===== config.mk =====
export PLATFORM = sky130hd
export DESIGN_NAME = mbtc_judge
export DESIGN_NICKNAME = d
export VERILOG_FILES = /design/src/hw/rtl/mbtc_pkg.sv /design/src/hw/rtl/mbtc_judge.sv
export SDC_FILE = /design/constraint.sdc
export NUM_CORES = 1
export LEC_CHECK = 0
export ABC_AREA = 0
export BUFFER_PORTS_ARGS = -buffer_cell sky130_fd_sc_hd__buf_2
export CAP_MARGIN = 20
export CORE_MARGIN = 4
export CORE_UTILIZATION = 40
export DETAILED_ROUTE_END_ITERATION = 10
export GPL_TIMING_DRIVEN = 1
export PLACE_DENSITY = 0.73
export SLEW_MARGIN = 20
export SYNTH_ARGS = -nofsm -noshare
export SYNTH_HDL_FRONTEND = slang
export SYNTH_SLANG_ARGS = --single-unit

===== constraint.sdc =====
create_clock -name vclk -period 2.7
set_clock_uncertainty 0.1 [all_clocks]
set_input_delay 0.27 -clock vclk [all_inputs]
set_output_delay 0.27 -clock vclk [all_outputs]
set_load 0.03 [all_outputs]

===== src/hw/rtl/mbtc_pkg.sv =====
// Shared types and constants for the Modbus TCP response checker.
// Beat structs, frame summary, status codes and function codes.
// No dependencies.
package mbtc_pkg;

  localparam int CNT_W = 17;
  localparam logic [CNT_W-1:0] CNT_MAX = {CNT_W{1'b1}};
  localparam int HDR_BYTES = 6;
  localparam int MAX_PDU = 253;
  localparam int MAX_FRAME = MAX_PDU + HDR_BYTES;

  localparam logic [31:0] SENTINEL = 32'hBAAD_F00D;

  localparam logic [7:0] EXC_FLAG     = 8'h80;
  localparam logic [7:0] EXC_CODE_MAX = 8'h0F;
  localparam logic [7:0] FC_MAX       = 8'h6F;
  localparam logic [7:0] BITS_BC_MAX  = 8'hF7;
  localparam logic [7:0] REGS_BC_MAX  = 8'hFA;

  localparam logic [7:0] FC_RD_COILS  = 8'h01;
  localparam logic [7:0] FC_RD_DISC   = 8'h02;
  localparam logic [7:0] FC_RD_HOLD   = 8'h03;
  localparam logic [7:0] FC_RD_INPUT  = 8'h04;
  localparam logic [7:0] FC_WR_COIL   = 8'h05;
  localparam logic [7:0] FC_WR_REG    = 8'h06;
  localparam logic [7:0] FC_DIAG      = 8'h08;
  localparam logic [7:0] FC_WR_COILS  = 8'h0F;
  localparam logic [7:0] FC_WR_REGS   = 8'h10;
  localparam logic [7:0] FC_MEI       = 8'h2B;

  localparam logic [4:0] ST_OK           = 5'd0;
  localparam logic [4:0] ST_SHORT        = 5'd1;
  localparam logic [4:0] ST_PROTO        = 5'd2;
  localparam logic [4:0] ST_LEN_MISMATCH = 5'd3;
  localparam logic [4:0] ST_TOO_LONG     = 5'd4;
  localparam logic [4:0] ST_EXC_CODE     = 5'd5;
  localparam logic [4:0] ST_EXCEPTION    = 5'd6;
  localparam logic [4:0] ST_FC_RANGE     = 5'd7;
  localparam logic [4:0] ST_BITS_BC      = 5'd8;
  localparam logic [4:0] ST_BITS_LEN     = 5'd9;
  localparam logic [4:0] ST_REGS_BC      = 5'd10;
  localparam logic [4:0] ST_REGS_ODD     = 5'd11;
  localparam logic [4:0] ST_REGS_LEN     = 5'd12;
  localparam logic [4:0] ST_WR1_LEN      = 5'd13;
  localparam logic [4:0] ST_WRN_LEN      = 5'd14;
  localparam logic [4:0] ST_DIAG_LEN     = 5'd15;
  localparam logic [4:0] ST_MEI_LEN      = 5'd16;
  localparam logic [4:0] ST_SENTINEL     = 5'd17;

  typedef struct packed {
    logic [7:0] data_byte;
    logic       frame_end;
  } rx_beat_t;

  typedef struct packed {
    logic [4:0]  status;
    logic [15:0] txn_id;
    logic        update_id;
  } res_beat_t;

  typedef struct packed {
    logic [CNT_W-1:0] count;
    logic [15:0]      proto;
    logic [15:0]      length;
    logic [7:0]       func;
    logic [7:0]       second;
    logic             pattern;
  } frame_info_t;

endpackage


===== src/hw/rtl/mbtc_judge.sv =====
// Frame verdict logic: turns a frame summary into one prioritized status code.
// Pure combinational. Depends on mbtc_pkg.
module mbtc_judge
  import mbtc_pkg::*;
(
  input  frame_info_t info,
  output logic [4:0]  status
);

  logic [CNT_W-1:0] n;
  logic [CNT_W-1:0] len_total;
  logic [CNT_W-1:0] bc_total;
  logic [4:0]       fc_rule;
  logic             has_fc;
  logic             has_b;

  assign n         = info.count;
  assign len_total = CNT_W'(info.length) + CNT_W'(HDR_BYTES);
  assign bc_total  = CNT_W'(info.second) + CNT_W'(8);
  assign has_fc    = n >= CNT_W'(HDR_BYTES + 1);
  assign has_b     = n >= CNT_W'(HDR_BYTES + 2);

  always_comb begin
    fc_rule = ST_OK;
    case (info.func)
      FC_RD_COILS, FC_RD_DISC: begin
        if (has_b) begin
          if (info.second == 8'd0 || info.second > BITS_BC_MAX) fc_rule = ST_BITS_BC;
          else if (n != bc_total) fc_rule = ST_BITS_LEN;
        end
      end
      FC_RD_HOLD, FC_RD_INPUT: begin
        if (has_b) begin
          if (info.second == 8'd0 || info.second > REGS_BC_MAX) fc_rule = ST_REGS_BC;
          else if (info.second[0]) fc_rule = ST_REGS_ODD;
          else if (n != bc_total) fc_rule = ST_REGS_LEN;
        end
      end
      FC_WR_COIL, FC_WR_REG: begin
        if (n != CNT_W'(11)) fc_rule = ST_WR1_LEN;
      end
      FC_WR_COILS, FC_WR_REGS: begin
        if (n != CNT_W'(11)) fc_rule = ST_WRN_LEN;
      end
      FC_DIAG: begin
        if (n != CNT_W'(11) && n != CNT_W'(13)) fc_rule = ST_DIAG_LEN;
      end
      FC_MEI: begin
        if (n < CNT_W'(9)) fc_rule = ST_MEI_LEN;
      end
      default: fc_rule = ST_OK;
    endcase
  end

  always_comb begin
    status = ST_OK;
    if (n < CNT_W'(HDR_BYTES)) begin
      status = ST_SHORT;
    end else if (info.proto != 16'd0) begin
      status = ST_PROTO;
    end else if (n != len_total) begin
      status = ST_LEN_MISMATCH;
    end else if (n > CNT_W'(MAX_FRAME)) begin
      status = ST_TOO_LONG;
    end else if (has_fc && info.func >= EXC_FLAG) begin
      if (has_b && (info.second == 8'd0 || info.second > EXC_CODE_MAX)) status = ST_EXC_CODE;
      else status = ST_EXCEPTION;
    end else if (has_fc && (info.func == 8'd0 || info.func > FC_MAX)) begin
      status = ST_FC_RANGE;
    end else if (has_fc && fc_rule != ST_OK) begin
      status = fc_rule;
    end else if (info.pattern) begin
      status = ST_SENTINEL;
    end
  end

endmodule


After elaboration in Yosys (flattened, before gate mapping)
Cells that the tools add are included.

Register bits: 0. Bits of input ports: 66. Output and inout port bits: 5. Word-level logic and storage cells: 64.

$add $sub $neg: 2. Order comparisons: 10. Eq/ne operators: 14. Muxes and demuxes: 21. Reductions and logical operators: 17.

Operator list (number): 5-bit 2-to-1 mux (9); 4-bit 2-to-1 mux (10); 17-bit by 4-bit inequality test with 1-bit output (second input constant) (2); 5-bit one-hot mux with 6 select lines (1); 8-bit by 3-bit == test with 1-bit output (second input constant) (3); 16-bit by 3-bit adder with 17-bit output (second input constant) (1); 17-bit by 3-bit greater-or-equal comparator with 1-bit output (second input constant) (1); 17-bit by 4-bit greater-or-equal comparator with 1-bit output (second input constant) (1); 17-bit by 9-bit > comparator with 1-bit output (second input constant) (1); 17-bit by 3-bit less-than comparator with 1-bit output (second input constant) (1); 17-bit by 4-bit less-than comparator with 1-bit output (second input constant) (1); 17-bit inequality test (1); 17-bit by 9-bit inequality test with 1-bit output (1); 8-bit by 2-bit == test with 1-bit output (second input constant) (2); 8-bit by 4-bit == test with 1-bit output (second input constant) (2); 8-bit > comparator (second input constant) (2); 8-bit zero test (2); 16-bit nonzero test (1); 8-bit by 4-bit adder with 9-bit output (second input constant) (1); 8-bit by 1-bit == test with 1-bit output (second input constant) (1); 8-bit by 5-bit == test with 1-bit output (second input constant) (1); 8-bit by 6-bit == test with 1-bit output (second input constant) (1); 8-bit greater-or-equal comparator (second input constant) (1); 8-bit by 4-bit > comparator with 1-bit output (second input constant) (1); other kinds (6) (16).

Depth between registers and ports, before layout
Depth in word-level cells: 16. Depth in mapped cells: 10. Mapped depth without buffers: 10.

Worst setup path after synthesis
Ideal clock, no wire load.

Path kind: in2out. From: in info[18] (netlist name). To: out status[3]. Arrival time: 2.718 ns. Required time: 2.330 ns. Path slack: -0.388 ns. Stages: 9. Buffers on the path: 0. Cell sequence: inv_1 -> ha_1 -> nand3b_4 -> nor2_4 -> nand2_2 -> or3_1 -> a32o_1 -> or4_4 -> nor3_1.

Longest elaborated chain between the ends: 5.

RTL lines: from (decl) (line mbtc_judge.sv:6) `input frame_info_t info,`; 16-bit by 3-bit adder with 17-bit output (line mbtc_judge.sv:18) `assign len_total = CNT_W'(info.length) + CNT_W'(HDR_BYTES);`; 17-bit inequality test (line mbtc_judge.sv:61) `end else if (n != len_total) begin`; 5-bit 2-to-1 mux (line mbtc_judge.sv:61); 5-bit 2-to-1 mux (line mbtc_judge.sv:59) `end else if (info.proto != 16'd0) begin`; 5-bit 2-to-1 mux (line mbtc_judge.sv:57) `if (n < CNT_W'(HDR_BYTES)) begin`; to (decl) (line mbtc_judge.sv:7) `output logic [4:0] status`.

No other way between the ends.

Final worst setup path
From: in info[19] (netlist name). To: out status[4].

Same word-level chain as after synthesis.

==> results.json <==
{
  "outcome": "finished, violations left",
  "violations": "negative setup slack",
  "track_usage": 0.2133,
  "top_usage_layer": "met2",
  "antenna_found_initial": 0,
  "regArea_sq_um": 0,
  "start_kind": "primary input",
  "grt_pass1_vias": 1871,
  "die_y_microns": 68.03,
  "yosys_warnings": 0,
  "whs_endpoint": "status[4]",
  "fillCellCount": 289,
  "seqPwrFrac": 0,
  "drc": 0,
  "grt_pass1_wl_microns": 7969,
  "power_density_nw_per_um2": 118.9,
  "min_period_ns": 2.761,
  "post-route-period-util": 1.023,
  "overflow": 0,
  "use_met1": 0.2689,
  "routabilityCongestion": 0.8546,
  "synth_cell_types": 58,
  "cp-end-kind": "output port",
  "critPathKind": "primary input to output port",
  "hold_depth": 4,
  "clockPowerShare": 0,
  "min_from": "info[0]",
  "initial_utilization": 0.4220,
  "pin_count": 71,
  "vias": 2113,
  "hp-class": "primary input to output port",
  "cp_max_fo": 4,
  "max_slew_margin": 0.7529,
  "area_growth_pct": 70.57,
  "hold_viol": 0,
  "synth_most_common_cell": "xnor2_1",
  "use_met3": 0.009852,
  "hold_slack_ns": 0.8887,
  "num_antenna_cells": 0,
  "swShare": 0.4855,
  "synthCells": 214,
  "peakVddDrop_uv": 91.03,
  "p_int_uw": 150.4,
  "tightest_slew_ns": 0.3673,
  "drive_gt1_frac": 0.4821,
  "die_w_microns": 68.03,
  "netSwitchingPower_uw": 142.0,
  "num_rows": 21,
  "grt_max_degree": 9,
  "port_buffers": 71,
  "wl_per_cell_microns": 13.24,
  "setup_viol_count_final": 3,
  "max_freq_ghz": 0.3622,
  "cp.required_ns": 2.33,
  "dpl_cell_area_sq_um": 2253,
  "clockBufferCount": 0,
  "place_hpwl_microns": 4308,
  "slew_violations": 0,
  "antenna_left": 0,
  "cellLeakagePower_uw": 0.001083,
  "routed_wl_microns": 5059,
  "design_area_sq_um": 2459,
  "synth_common_cells": "xnor2_1, nor2_1, nand2_1, a21oi_1, xor2_1",
  "core_area_sq_um": 3416,
  "holdBufCountCts": 0,
  "setup_slack_ns": -0.06120,
  "synth_fp_nets": 282,
  "worstPathArrival_ns": 2.39,
  "seq_cells": 0,
  "netlist_area_sq_um": 1441,
  "die_area_sq_um": 4628,
  "rsz0062_at_grt": "true",
  "drt-initial-drc-count": 76,
  "first_pass_iters": 4,
  "maxCapViolCount": 0,
  "power_frac_comb": 1.000,
  "via_per_inst": 5.531,
  "yosys-top-cells-area": "xnor2_1, xor2_1, nor2_1",
  "synth.avg_cell_area_sq_um": 6.735,
  "synth_top_cell_by_area": "xnor2_1",
  "final_nets": 406,
  "seq_area_frac_synth": 0,
  "use_met2": 0.4091,
  "yosys.area.top_type_share": 0.1276
}
[cells in the final DEF (no fill, tap or decap), types with 3 or more instances in the layout]
cell      instances
or3_1             3
o22ai_1           4
nor2_1           15
a31oi_1           3
nand2b_1          8
buf_2            63
a211oi_1          4
nor4_1            8
o21ai_0           7
nor4_4            3
xnor2_1          21
a21oi_1          10
nand3_1           8
buf_4            60
inv_1             4
nand2_1          15
buf_6             5
nor3_4            3
xor2_1           10
a211o_1           3
a21o_1            3
nor3_1            6
nand4_1           8
[cell families (layout without fill, tap and decap cells)]
logic type / Yosys count / count (layout) / share of synthesized area
XOR/XNOR: 31 / 31 / 0.1884
AO/OA/AOI/OAI: 59 / 59 / 0.2917
AND/OR/NAND/NOR: 107 / 107 / 0.4583
buffers and inverters: 14 / 136 / 0.03733
adder cells (fa/ha/maj): 2 / 2 / 0.01736
multiplexers: 1 / 1 / 0.006945
[how the worst max path moves through the flow]
stage / start / endpoint / depth (start not counted)
finish: info[19] / status[4] / 11
global route: info[7] / status[0] / 10
CTS: info[19] / status[3] / 11
detailed placement: info[5] / status[0] / 10
global placement: info[18] / status[3] / 11
floorplan: info[18] / status[3] / 9
[repair_timing]
| action | 4_1_cts | 5_1_grt |
|---|---|---|
| buffers inserted | 3 | 3 |
| setup endpoints to repair | 4 | 4 |
| pin swaps | 12 | 17 |
| gates resized for setup | 27 | 12 |
[metrics by stage]
stage	util	TNS [ns]	setup WS (ns)	instances	total power [uW]
after global placement	0.6597	-0.5145	-0.1584	376	263.4
after detailed placement	0.6597	-0.8620	-0.2501	376	269.5
after CTS	0.7015	-0.3031	-0.1115	379	286.9
final	0.7198	-0.1780	-0.06120	382	292.4
after global routing	0.7198	-0.6687	-0.2051	382	319.3
after floorplan	-	-0.01158	-0.01158	214	125.6
[layer usage]
layer,vias to the layer above,share of wire
li1,1074,-
met1,964,0.41
met2,73,0.51
met3,2,0.068
met4,0,0.0030
met5,-,0
[power by group through the flow]
stage / Sequential (uW) / Clock (uW) / Combinational, uW
after floorplan: 0 / 0 / 126
after global placement: 0 / 0 / 263
after detailed placement: 0 / 0 / 269
after CTS: 0 / 0 / 287
after global routing: 0 / 0 / 319
final: 0 / 0 / 292
[critical path, stage by stage]
cell	delay, ns
buf_8	0.08
inv_4	0.03
ha_4	0.15
nand3b_4	0.18
nor2_4	0.15
nand2_2	0.07
or3_1	0.30
a32o_2	0.28
or4_4	0.54
nor3_4	0.19
buf_6	0.15
[final cells by class]
cell class	instances	area [sq um]	share of cell area
Multi-Input combinational cell	200	1521	0.6188
Timing Repair Buffer	130	852.1	0.3466
Tap cell	46	57.56	0.02341
Inverter	6	27.53	0.01120
(Power assumes the default switching activity.)
